$ cat config.mk
export PLATFORM = sky130hd
export DESIGN_NAME = cia_div_step
export DESIGN_NICKNAME = d
export VERILOG_FILES = /design/src/rtl/cia_pkg.sv /design/src/rtl/cia_div_step.sv
export SDC_FILE = /design/constraint.sdc
export NUM_CORES = 1
export LEC_CHECK = 0
export BUFFER_PORTS_ARGS = -buffer_cell sky130_fd_sc_hd__buf_2
export CORE_AREA = 2 2 159 161
export CTS_BUF_LIST = sky130_fd_sc_hd__clkbuf_8 sky130_fd_sc_hd__clkbuf_16
export DETAILED_ROUTE_END_ITERATION = 10
export DIE_AREA = 0 0 161 163
export HOLD_SLACK_MARGIN = 0.05
export PLACE_DENSITY = 0.69
export SYNTH_ARGS = -nofsm -noshare
export SYNTH_HDL_FRONTEND = slang
export SYNTH_SLANG_ARGS = --single-unit
$ cat constraint.sdc
create_clock -name i_clk -period 4.48 [get_ports i_clk]
set_input_delay 0.896 -clock i_clk [delete_from_list [all_inputs] [get_ports i_clk]]
set_output_delay 0.896 -clock i_clk [all_outputs]
set_load 0.05 [all_outputs]
$ cat src/rtl/cia_pkg.sv
package cia_pkg;

    // operand width default and result format
    localparam int OPERAND_WIDTH = 16;
    localparam int RESULT_WIDTH  = 32;
    // intermediate width wide enough for every sum at the widest operand
    localparam int WIDE_W        = 66;

    // operation codes
    localparam logic [1:0] OP_ADD = 2'd0;
    localparam logic [1:0] OP_SUB = 2'd1;
    localparam logic [1:0] OP_MUL = 2'd2;
    localparam logic [1:0] OP_DIV = 2'd3;

    // status codes
    localparam logic ST_OK       = 1'b0;
    localparam logic ST_DIV_ZERO = 1'b1;

    // side information carried along the divider pipeline
    typedef struct packed {
        logic                    is_div;
        logic                    status;
        logic                    neg_re;
        logic                    neg_im;
        logic [RESULT_WIDTH-1:0] re;
        logic [RESULT_WIDTH-1:0] im;
    } t_side;

    // clamp a wide signed value to the signed result range
    function automatic logic [RESULT_WIDTH-1:0] sat32(input logic signed [WIDE_W-1:0] v);
        logic signed [WIDE_W-1:0] hi;
        logic signed [WIDE_W-1:0] lo;
        hi = WIDE_W'(signed'({1'b0, {(RESULT_WIDTH-1){1'b1}}}));
        lo = -hi - WIDE_W'(1);
        if (v > hi) begin
            sat32 = {1'b0, {(RESULT_WIDTH-1){1'b1}}};
        end else if (v < lo) begin
            sat32 = {1'b1, {(RESULT_WIDTH-1){1'b0}}};
        end else begin
            sat32 = v[RESULT_WIDTH-1:0];
        end
    endfunction

endpackage

$ cat src/rtl/cia_div_step.sv
// one restoring division step for both parts, shared divisor
module cia_div_step #(
    parameter int DW = 33,
    parameter int QW = 18
) (
    input  logic                   i_clk,
    input  logic                   i_rst_n,
    input  logic                   i_en,
    input  logic                   i_valid,
    input  cia_pkg::t_side         i_side,
    input  logic [DW-1:0]          i_den,
    input  logic [DW-1:0]          i_rem_re,
    input  logic [DW-1:0]          i_rem_im,
    input  logic [QW-1:0]          i_dq_re,
    input  logic [QW-1:0]          i_dq_im,
    output logic                   o_valid,
    output cia_pkg::t_side         o_side,
    output logic [DW-1:0]          o_den,
    output logic [DW-1:0]          o_rem_re,
    output logic [DW-1:0]          o_rem_im,
    output logic [QW-1:0]          o_dq_re,
    output logic [QW-1:0]          o_dq_im
);
    logic [DW:0]   n_rem2_re;
    logic [DW:0]   n_rem2_im;
    logic          n_ge_re;
    logic          n_ge_im;
    logic [DW-1:0] n_rem_re;
    logic [DW-1:0] n_rem_im;
    logic [DW:0]   n_rem_re_w;
    logic [DW:0]   n_rem_im_w;

    // shift in the next dividend bit and try the subtract
    always_comb begin
        n_rem2_re  = {i_rem_re, i_dq_re[QW-1]};
        n_rem2_im  = {i_rem_im, i_dq_im[QW-1]};
        n_ge_re    = n_rem2_re >= {1'b0, i_den};
        n_ge_im    = n_rem2_im >= {1'b0, i_den};
        n_rem_re_w = n_ge_re ? (n_rem2_re - {1'b0, i_den}) : n_rem2_re;
        n_rem_im_w = n_ge_im ? (n_rem2_im - {1'b0, i_den}) : n_rem2_im;
        n_rem_re   = n_rem_re_w[DW-1:0];
        n_rem_im   = n_rem_im_w[DW-1:0];
    end

    // valid bit
    always_ff @(posedge i_clk) begin
        if (!i_rst_n) begin
            o_valid <= 1'b0;
        end else if (i_en) begin
            o_valid <= i_valid;
        end
    end

    // payload
    always_ff @(posedge i_clk) begin
        if (i_en) begin
            o_side   <= i_side;
            o_den    <= i_den;
            o_rem_re <= n_rem_re;
            o_rem_im <= n_rem_im;
            o_dq_re  <= {i_dq_re[QW-2:0], n_ge_re};
            o_dq_im  <= {i_dq_im[QW-2:0], n_ge_im};
        end
    end
endmodule

# ---- Yosys cells after proc, flatten, opt, wreduce, memory -nomap -nowiden
# Cells that the tools add are included.
dict set report totals {
  ff_bits 204
  elab_cells 18
  output_inout_bits 204
}
dict set report classes {
  n_mux 2
  n_addsub 2
  order_cmp 2
}
# cell n
set ops {}
lappend ops {{$ge A34 B33 Y1} 2}
lappend ops {{$mux W33} 2}
lappend ops {{$sub A33 B33 Y33} 2}

# ---- Longest topological paths before layout
# Gate-level depths: netlist (run 1).
dict set report depth {
  word_depth 2
  depth_mapped 15
}

# ---- Least setup slack after synthesis (run 1)
# OpenSTA, ideal clock, no wires.
dict set report synth_timing {
  kind {input to register}
  start {input port i_dq_im[17]}
  end {register o_rem_im[10], data pin}
  path_buffers 2
  cell_stages 15
  path_slack_ps 299
  arrival_time_ps 3921
  setup_time_ps 260
  cell_sequence {inv_1 -> ha_1 -> inv_1 -> fa_1 -> a21o_1 -> a221oi_2 -> o221ai_2 -> a2111o_1 -> a211oi_4 -> o31a_4 -> o21a_1 -> buf_6 -> inv_8 -> buf_12 -> mux2_4}
}
dict set report synth_via {
  elab_chain_len 2
}
# item line_no
set synth_lines {}
lappend synth_lines {{start: declaration} cia_div_step.sv:15} ;# input logic [QW-1:0] i_dq_im,
lappend synth_lines {{$sub A33 B33 Y33 / $ge A34 B33 Y1 (equally long branches)} {cia_div_step.sv:40, cia_div_step.sv:38}}
lappend synth_lines {{$mux W33 (*)} cia_div_step.sv:40} ;# n_rem_im_w = n_ge_im ? (n_rem2_im - {1'b0, i_den}) : n_rem2_im;
lappend synth_lines {{named net n_rem_im_w[10]} cia_div_step.sv:31} ;# logic [DW:0] n_rem_im_w;
lappend synth_lines {{end signal: assignment} cia_div_step.sv:60} ;# o_rem_im <= n_rem_im;
lappend synth_lines {{end: declaration} cia_div_step.sv:20} ;# output logic [DW-1:0] o_rem_im,
# The timed path passes the listed nets; every way through them passes the cells marked *.
# A chain may end at the register's enable or synchronous reset.

# ---- Worst setup path in the final report (run 1)
dict set report layout_timing {
  start {input port i_dq_im[17]}
  end {register o_rem_im[1], data pin}
}
# Same word-level chain as after synthesis.

==> impl_results.md, run 1 <==
- Status: completed
- Crit. Startpoint: i_dq_im[17]
- Worst Setup EP: o_rem_im[1]
- Primary FF master, synth: edfxtp_1
- Syn_area_per_cell: 12.8 µm²
- Final #Nets: 1546
- Max-cap viol count: 0
- Remaining DRCs: 0
- Inserted Clock Buffers: 23
- Power per Cell Area: 435 nW/µm²
- Yosys top cell area share: 0.564
- Initial antenna violation count: 8
- Hold Crit Class: in2reg
- Final-report hold violation count: 0
- Synth top cells by count: edfxtp_1, ha_1, inv_1
- Post-synth EDFFs: 203
- Clk sink count: 204
- Flop and latch count out of synthesis: 204
- Final Max Slew Viols: 0
- Routed wire length: 34.5 mm
- Final setup vio count: 0
- CTS tree: built
- Mapped Nets: 1120
- Met1 GRT Util: 0.322
- First-pass GRT wire length: 49.5 mm
- Share of post-route cells with drive strength above 1: 0.416
- Netlist cell types: 67
- Total power: 0.00611 W
- Non-filler cells, final: 1621
- Top area cells in the synthesized netlist: edfxtp_1, ha_1, mux2_2
- Initial Util: 0.438
- Setup Total Neg Slack: 0 ns
- Dpl cells: 1576
- Tcrit/Tclk final: 0.842
- Syn. warnings: 0
- Rows: 58
- Total congestion overflow: 0
- Final instance area: 14000 µm²
- Vias per Instance: 5.34
- Critical Path Sink Type: register
- Unrepaired setup endpoints after global routing: false
- CP required: 4.76 ns
- Post-CTS resize count: 0
- RD Place Congestion: 0.896
- Initial detailed-routing violation count: 613
- Top Ports: 411
- CP Launch Type: input pin
- Max clock buf depth: 3
- Lkg Pwr: 6.37 nW
- Area growth syn-to-layout: 29.8%
- R2R setup slack: 3.87 ns
- DP HPWL: 27.4 mm
- Post-CTS Hold Fix Bufs: 0
- Largest net degree at the start of global routing: 112
- R2r startpoint: o_valid
- Sequential element share of the synthesized area: 0.566
- Via count: 8650
- DR pass1 iterations: 5
- Mapped Cells: 845
- H-tree depth: 1
- WP data arrival: 4.06 ns
- Total GRT Usage: 0.251
- Post-synth design cell area: 10800 µm²
- Min cycle time layout: 3.77 ns
- Reg2reg end: o_valid
- Rel. slew slack: 0.377
- WHS: 0.539 ns
- GRT busiest layer: met2
- Fmax: 265 MHz
- R2R depth: 2
- PortBufs: 410
- Max Clock Skew: 0 ns
- Clock transition at the registers of the reported paths: 0.06 ns
- Met3 GRT Util: 0.0563
- Root buf cell: clkbuf_16
- Slew @ Worst Pin: 0.935 ns
- Chip width: 161 µm
- GRT met2 Usage: 0.424
- Vias in the first global route: 8269
- Post-CTS setup buffer count: 0
- Worst-path maximum fanout: 7
- Most common cell in the netlist: edfxtp_1
- FFs w/ async S/R, synth: 0
- Crit path kind: in2reg
- Per-cell routed wire length: 21.3 µm
- Final ANT Viol Nets: 0
- Core area: 24700 µm²
- Max IR drop VDD: 0.000301 V
- Die ar.: 26200 µm²
- Worst-Skew Late Latency: 0.51 ns
- DP Area: 13300 µm²
- DIE HEIGHT: 163 µm
- Post-synth top area cell: edfxtp_1
report_power, final:
group          internal [W]  total, W  switching (W)
Clock               0.00107   0.00186       0.000793
Combinational      0.000564   0.00185        0.00129
Sequential          0.00235   0.00240      0.0000548
metal layers:
metal | vias to the layer above | wire length, µm
met5 | - | 55
met4 | 8 | 1110
met3 | 65 | 2620
met2 | 364 | 16600
met1 | 4103 | 14200
li1 | 4110 | -
cells by family (layout without fill, tap and decap cells):
kind of cell / after synthesis / count (layout) / synth area share
compound gates: 215 / 215 / 0.139
mux: 53 / 53 / 0.0612
fa+ha+maj: 68 / 68 / 0.0801
simple gates: 175 / 175 / 0.0821
buf+inv: 83 / 526 / 0.0333
xor+xnor: 47 / 47 / 0.0381
other cells: 0 / 3 / 0
flops: 204 / 204 / 0.566
how the worst min path moves through the flow:
stage,startpoint,end,slack [ns],depth (start not counted)
floorplan,o_valid,o_valid,0.74,2
global placement,o_valid,o_valid,0.49,2
detailed placement,o_valid,o_valid,0.55,2
CTS,i_dq_im[14],o_dq_im[15],0.52,1
global route,i_side[18],o_side[18],0.52,1
finish,i_dq_im[14],o_dq_im[15],0.54,1
cells in the final DEF (no fill, tap or decap), drive strengths merged, types with 6 or more instances in the layout:
cell type and instances:
nand4 16, or2 7, edfxtp 203, ha 66, clkinv 9, o21a 14
mux2 48, o211ai 10, nand3 13, nor2b 6, and3 13, xor2 13
a21oi 51, o31ai 10, inv 63, a31o 7, a21o 43, nor3 16
xnor2 34, nor2 47, nand2 34, o21ai 28, buf 425, a211oi 7
clkbuf 24
state kept, by name, summed over array words and instances (netlist names):
| signal | cells |
|---|---|
| o_rem_re | 33 |
| o_side | 68 |
| o_dq_im | 18 |
| o_den | 33 |
| o_valid | 1 |
| o_dq_re | 18 |
| o_rem_im | 33 |
critical path: stages:
cell	delay, ns
buf_2	0.11
inv_1	0.07
ha_1	0.16
inv_1	0.06
fa_1	0.39
a21o_1	0.22
a221oi_2	0.30
o221ai_2	0.16
a2111o_1	0.49
a211oi_4	0.26
o31a_4	0.17
o21a_1	0.22
buf_4	0.20
mux2_2	0.33
cell type report:
class	count	area, µm²
sequential	204	6120
fill	2135	10600
clock buffer	23	576
inverter	58	225
antenna	3	7.51
tap	330	413
clock inverter	19	169
timing repair buffer	426	2190
multi-input combinational	558	4330
per-stage QoR:
| step | worst slack, ns | utilization |
|---|---|---|
| after floorplan | 0.299 | - |
| after global placement | 0.257 | 0.538 |
| after global routing | 0.566 | 0.568 |
| after CTS | 0.747 | 0.568 |
| after detailed placement | 0.183 | 0.538 |
| final | 0.707 | 0.569 |
No activity file was read; power rests on OpenSTA's default activity.
==> run 2: changes to the inputs <==
--- a/config.mk
+++ b/config.mk
@@ -6,12 +6,13 @@
 export NUM_CORES = 1
 export LEC_CHECK = 0
 export BUFFER_PORTS_ARGS = -buffer_cell sky130_fd_sc_hd__buf_2
-export CORE_AREA = 2 2 159 161
+export CORE_ASPECT_RATIO = 0.8
+export CORE_MARGIN = 2
+export CORE_UTILIZATION = 45
 export CTS_BUF_LIST = sky130_fd_sc_hd__clkbuf_8 sky130_fd_sc_hd__clkbuf_16
 export DETAILED_ROUTE_END_ITERATION = 10
-export DIE_AREA = 0 0 161 163
 export HOLD_SLACK_MARGIN = 0.05
-export PLACE_DENSITY = 0.69
+export PLACE_DENSITY = 0.73
 export SYNTH_ARGS = -nofsm -noshare
 export SYNTH_HDL_FRONTEND = slang
 export SYNTH_SLANG_ARGS = --single-unit
==> constraint.sdc (replaced) <==
create_clock -name i_clk -period 3.3 [get_ports i_clk]
set_input_delay 0.66 -clock i_clk [delete_from_list [all_inputs] [get_ports i_clk]]
set_output_delay 0.66 -clock i_clk [all_outputs]
set_load 0.05 [all_outputs]
==> impl_results.md, run 2 (synthesis results as in run 1) <==
- Status: completed
- Routed wire length: 34.2 mm (-1.1%)
- Die ar.: 25300 µm² (-3.7%)
- Clock transition at the registers of the reported paths: 0.06 ns (about the same)
- RD Place Congestion: 0.901 (+0.54%)
- Rows: 50 (-14%)
- DP Area: 14700 µm² (+10%)
- Most common cell after layout, fill and taps aside: buf_2
- Final #Nets: 1714 (+11%)
- Lkg Pwr: 7.21 nW (+13%)
- CTS tree: built
- Initial detailed-routing violation count: 554 (-9.6%)
- CP peak stage delay: 0.44 ns (-0.05 ns)
- Most frequent cells in the layout: buf_2, edfxtp_1, buf_4, ha_1
- Share of post-route cells with drive strength above 1: 0.493 (+0.0770)
- Min cycle time layout: 3.23 ns
- DIE HEIGHT: 143 µm (-13%)
- CP max stage cell: a2111o_1
- Final Max Slew Viols: 0 (unchanged)
- Area growth syn-to-layout: 42.7%
- Total GRT Usage: 0.257 (+0.00642)
- DP HPWL: 27.4 mm (-0.26%)
- PortBufs: 410 (unchanged)
- WP data arrival: 3.49 ns (-0.57 ns)
- Fmax: 309 MHz
- Max Clock Skew: 0 ns (unchanged)
- WHS: 0.319 ns (-0.220 ns)
- Non-filler cells, final: 1771 (+9.3%)
- R2R setup slack: 2.71 ns (-1.16 ns)
- Clk sink count: 204 (unchanged)
- Final setup vio count: 0 (unchanged)
- Max clock buf depth: 3 (unchanged)
- Slew @ Worst Pin: 0.820 ns (-0.115 ns)
- Inserted Clock Buffers: 22 (-4.3%)
- Max IR drop VDD: 0.000369 V (+22%)
- Worst-path maximum fanout: 27 (+20)
- Unrepaired setup endpoints after global routing: true
- Initial antenna violation count: 9 (+1)
- Crit path kind: in2reg
- Max-cap viol count: 0 (unchanged)
- Max FFs per register: 68 (unchanged)
- M1 WL: 13.9 mm (-1.8%)
- Final ANT Viol Nets: 0 (unchanged)
- Total congestion overflow: 0 (unchanged)
- Chip width: 177 µm (+10%)
- Metal2 WL: 17.0 mm (+2.3%)
- Cell mode on critical path: inv_12
- Via count: 9307 (+7.6%)
- Vias in the first global route: 9366 (+13%)
- First-pass GRT wire length: 49.8 mm (+0.61%)
- Largest net degree at the start of global routing: 81 (-28%)
- Root buf cell: clkbuf_16
- Remaining DRCs: 0 (unchanged)
- Top Ports: 411 (unchanged)
- Met3 routed WL: 2.40 mm (-8.4%)
- Critical Path Sink Type: register
- CP required: 3.56 ns (-1.20 ns)
- Post-CTS Hold Fix Bufs: 0 (unchanged)
- CP Launch Type: input pin
- Initial Util: 0.459 (+0.0214)
- Largest Register: o_side
- Worst-path cell chain: buf_6 > inv_12 > ha_4 > inv_2 > fa_2 > a21o_1 > a221oi_2 > o221ai_2 > a2111o_1 > a211oi_4 > o31a_4 > o21a_4 > inv_12 > mux2_4
- Dpl cells: 1726 (+9.5%)
- Final instance area: 15400 µm² (+10%)
- Hold Crit Class: in2reg
- Top Layer Used: met5
- Setup WS pre-CTS: -0.652 ns (-0.834 ns)
- DR pass1 iterations: 5 (unchanged)
- Per-cell routed wire length: 19.3 µm (-9.4%)
- Worst-Skew Late Latency: 0.50 ns (about the same)
- Tcrit/Tclk final: 0.980
- Rel. slew slack: 0.439 (+0.0625)
- Worst setup margin: 0.0663 ns (-0.640 ns)
- Core area: 23500 µm² (-4.7%)
- Vias per Instance: 5.26 (-1.5%)
- Final-report hold violation count: 0 (unchanged)
- Power per Cell Area: 550 nW/µm² (+26%)
- H-tree depth: 1 (unchanged)
## run 2: worst max-delay path, delay by kind of cell
family | cells | cell delay [ns]
compound gates | 7 | 1.74
buf+inv | 4 | 0.31
fa+ha+maj | 2 | 0.46
mux | 1 | 0.31
## run 2: power breakdown
part           leakage, nW  internal [W]  switching [W]
combinational         4.86      0.000975        0.00180
clock                0.359       0.00145        0.00101
sequential            2.00       0.00319      0.0000746
## run 2: stage by stage
stage | total power (W) | util | setup TNS, ns
6_report | 0.00849 | 0.656 | 0
5_1_grt | 0.00881 | 0.656 | -0.212
4_1_cts | 0.00854 | 0.655 | -0.00213
3_5_place_dp | 0.00607 | 0.623 | -29.94
3_3_place_gp | 0.00603 | 0.623 | -25.62
2_1_floorplan | 0.00512 | - | -13.11
## run 2: cell type report
type                    count  area [µm²]
diodes                      5        12.5
clock buffers              22         551
clock inverters            17         166
fillers                  1835        8100
inverters                  58         259
multi-input cells         558        4410
flip-flops and latches    204        6120
well taps                 312         390
repair buffers            595        3520
## run 2: path summary, 6_finish.rpt
kind | start | end | depth (start not counted)
worst max-delay path | i_dq_im[17] | o_rem_im[16] | 14
worst min-delay path | i_side[57] | o_side[57] | 1
worst max register to register | o_valid | o_valid | 2
worst min register to register | o_valid | o_valid | 2
## run 2: what timing repair did
item,in CTS,in global routing
setup buffers,1,0
hold endpoints to repair,0,0
endpoints found under the setup margin,32,33
gates resized for setup,5,3
pin swaps,8,5
## run 2: routing by layer
layer | GRT usage | vias to the layer above
met5 | 0 | -
met4 | 0.0716 | 8
met3 | 0.0522 | 58
met2 | 0.449 | 333
met1 | 0.325 | 4472
li1 | - | 4436
==> run 3: changes to the inputs <==
--- a/config.mk
+++ b/config.mk
@@ -6,13 +6,13 @@
 export NUM_CORES = 1
 export LEC_CHECK = 0
 export BUFFER_PORTS_ARGS = -buffer_cell sky130_fd_sc_hd__buf_2
-export CORE_ASPECT_RATIO = 0.8
 export CORE_MARGIN = 2
 export CORE_UTILIZATION = 45
 export CTS_BUF_LIST = sky130_fd_sc_hd__clkbuf_8 sky130_fd_sc_hd__clkbuf_16
 export DETAILED_ROUTE_END_ITERATION = 10
 export HOLD_SLACK_MARGIN = 0.05
 export PLACE_DENSITY = 0.73
+export REMOVE_ABC_BUFFERS = 1
 export SYNTH_ARGS = -nofsm -noshare
 export SYNTH_HDL_FRONTEND = slang
 export SYNTH_SLANG_ARGS = --single-unit
==> impl_results.md, run 3 (synthesis results as in run 1) <==
- R2R depth: 2 (unchanged)
- H-tree depth: 1 (unchanged)
- DP Area: 14600 µm² (-0.56%)
- Met1 GRT Util: 0.308 (-0.0169)
- Pint: 0.00571 W (+1.8%)
- Initial antenna violation count: 7 (-2)
- Sequential share of power: 0.377 (-0.007)
- Max FFs per register: 68 (unchanged)
- Hold Crit Class: in2reg
- Most common cell after layout, fill and taps aside: buf_2
- Unrepaired setup endpoints after global routing: true
- Routed wire length: 34.9 mm (+2.1%)
- PortBufs: 410 (unchanged)
- DR pass1 iterations: 5 (unchanged)
- R2R setup slack: 2.67 ns (-0.04 ns)
- CP peak stage delay: 0.48 ns (+0.04 ns)
- Max IR drop VDD: 0.000365 V (-1.0%)
- GRT met2 Usage: 0.492 (+0.0438)
- Critical Path Sink Type: register
- Final #Nets: 1724 (+0.58%)
- Worst-Skew Late Latency: 0.52 ns (+0.02 ns)
- Slew @ Worst Pin: 0.744 ns (-0.0760 ns)
- Chip width: 159 µm (-10%)
- Worst-path maximum fanout: 27 (unchanged)
- Initial detailed-routing violation count: 641 (+16%)
- Final instance area: 15500 µm² (+0.30%)
- Clock transition at the registers of the reported paths: 0.06 ns (about the same)
- CTS tree: built
- Remaining DRCs: 0 (unchanged)
- Switching Fraction: 0.341 (+0.00149)
- Tcrit/Tclk final: 1.00 (+0.0210)
- Clk sink count: 204 (unchanged)
- Rows: 56 (+12%)
- Final setup vio count: 1 (+1)
- WHS Endpoint: o_dq_re[2]
- Reg2reg end: o_valid
- Worst Hold Depth: 1 (unchanged)
- Via count: 9359 (+0.56%)
- Initial Util: 0.459 (about the same)
- Root buf cell: clkbuf_16
- CP required: 3.58 ns (+0.02 ns)
- Failing checks: setup timing
- WP buf/inv: 4 (unchanged)
- Post-CTS Hold Fix Bufs: 0 (unchanged)
- Crit path kind: in2reg
- CP delay by family, top: compound AO/OA/AOI/OAI gates
- Rel. slew slack: 0.491 (+0.0520)
- Max clock buf depth: 3 (unchanged)
- Max-cap viol count: 0 (unchanged)
- Power per Cell Area: 560 nW/µm² (+1.7%)
- Top Ports: 411 (unchanged)
- Final-report hold violation count: 0 (unchanged)
- Per-cell routed wire length: 19.5 µm (+1.2%)
- Worst setup margin: -0.00289 ns (-0.0692 ns)
- Largest Register: o_side
- Setup WS pre-CTS: -0.815 ns (-0.163 ns)
- CP max stage cell: a2111o_1
- Die ar.: 25300 µm² (about the same)
- Combinational cell fraction of total power: 0.319 (-0.008)
- P_sw: 0.00295 W (+2.5%)
- Clock network power share: 0.304 (+0.015)
- RD Place Congestion: 0.918 (+1.9%)
- DIE HEIGHT: 159 µm (+11%)
- Total GRT Usage: 0.267 (+0.0101)
- R2r startpoint: o_valid
- Critical path depth: 14 (unchanged)
- Total power: 0.00866 W (+2.0%)
- GRT busiest layer: met2
- Met3 GRT Util: 0.0578 (+0.00564)
- Share of post-route cells with drive strength above 1: 0.492 (-0.000983)
- DP HPWL: 27.8 mm (+1.6%)
- Worst-path cell chain: buf_6 > inv_4 > ha_4 > inv_2 > fa_2 > a21o_1 > a221oi_4 > o221ai_2 > a2111o_1 > a211oi_4 > o31a_4 > o21a_4 > inv_12 > mux2_4
- Min cycle time layout: 3.30 ns (+0.0692 ns)
- Most frequent cells in the layout: buf_2, edfxtp_1, buf_4, ha_1, inv_1
- Max Clock Skew: 0 ns (unchanged)
- Lkg Pwr: 7.24 nW (+0.45%)
- WP data arrival: 3.58 ns (+0.09 ns)
- Area growth syn-to-layout: 43.2%
- Vias in the first global route: 9590 (+2.4%)
- Status: complete, but fails checks
- WHS: 0.308 ns (-0.0113 ns)
- Vias per Instance: 5.24 (-0.34%)
- Final ANT Viol Nets: 0 (unchanged)
- Fmax: 303 MHz (-2.1%)
- Largest net degree at the start of global routing: 65 (-20%)
- Core area: 23500 µm² (about the same)
- Final Max Slew Viols: 0 (unchanged)
- Total congestion overflow: 0 (unchanged)
- First-pass GRT wire length: 52.8 mm (+6.0%)
- Inserted Clock Buffers: 24 (+9.1%)
- HP Start: i_dq_re[1]
- CP Launch Type: input pin
==> run 3: worst max-delay path by stage <==
stage                 from           end  slack (ns)
3_5_place_dp   i_dq_im[17]  o_rem_im[26]       -0.81
2_1_floorplan  i_dq_im[17]  o_rem_im[10]       -0.72
4_1_cts        i_dq_im[17]   o_rem_im[1]       0.002
5_1_grt        i_dq_im[17]  o_rem_im[20]       -0.07
3_3_place_gp   i_dq_im[17]  o_rem_im[13]       -0.78
6_report       i_dq_im[17]  o_rem_im[22]      -0.003
==> run 3: through the flow <==
step                      setup TNS [ns]   util  cells
after floorplan                   -35.58      -    820
after global placement            -38.32  0.619   1737
after detailed placement          -40.77  0.619   1737
after CTS                              0  0.655   1779
after global routing               -1.67  0.657   1786
final                           -0.00289  0.657   1787
==> run 3: cell type report <==
class / count / area [µm²]
antenna: 5 / 12.5
multi-input combinational: 558 / 4380
timing repair buffer: 603 / 3560
clock inverter: 16 / 171
tap: 319 / 399
fill: 1905 / 8070
clock buffer: 24 / 601
sequential: 204 / 6120
inverter: 58 / 233
==> run 3: per-layer routing <==
layer,up-vias,part of all wire
li1,4453,-
met1,4451,0.38
met2,387,0.52
met3,62,0.073
met4,6,0.029
met5,-,0.0012
==> run 3: power by group through the flow <==
stage	clock, W	sequential [W]	combinational [W]
finish	0.00263	0.00327	0.00276
global route	0.00279	0.00329	0.00292
global placement	0	0.00331	0.00270
detailed placement	0	0.00332	0.00273
floorplan	0	0.00427	0.000823
CTS	0.00269	0.00327	0.00276
==> run 3: what timing repair did <==
| item | CTS | global route |
|---|---|---|
| cloned | 0 | 0 |
| pin swaps | 10 | 10 |
| resized for setup | 10 | 7 |
| setup buffers | 2 | 3 |
| endpoints found under the setup margin | 33 | 63 |
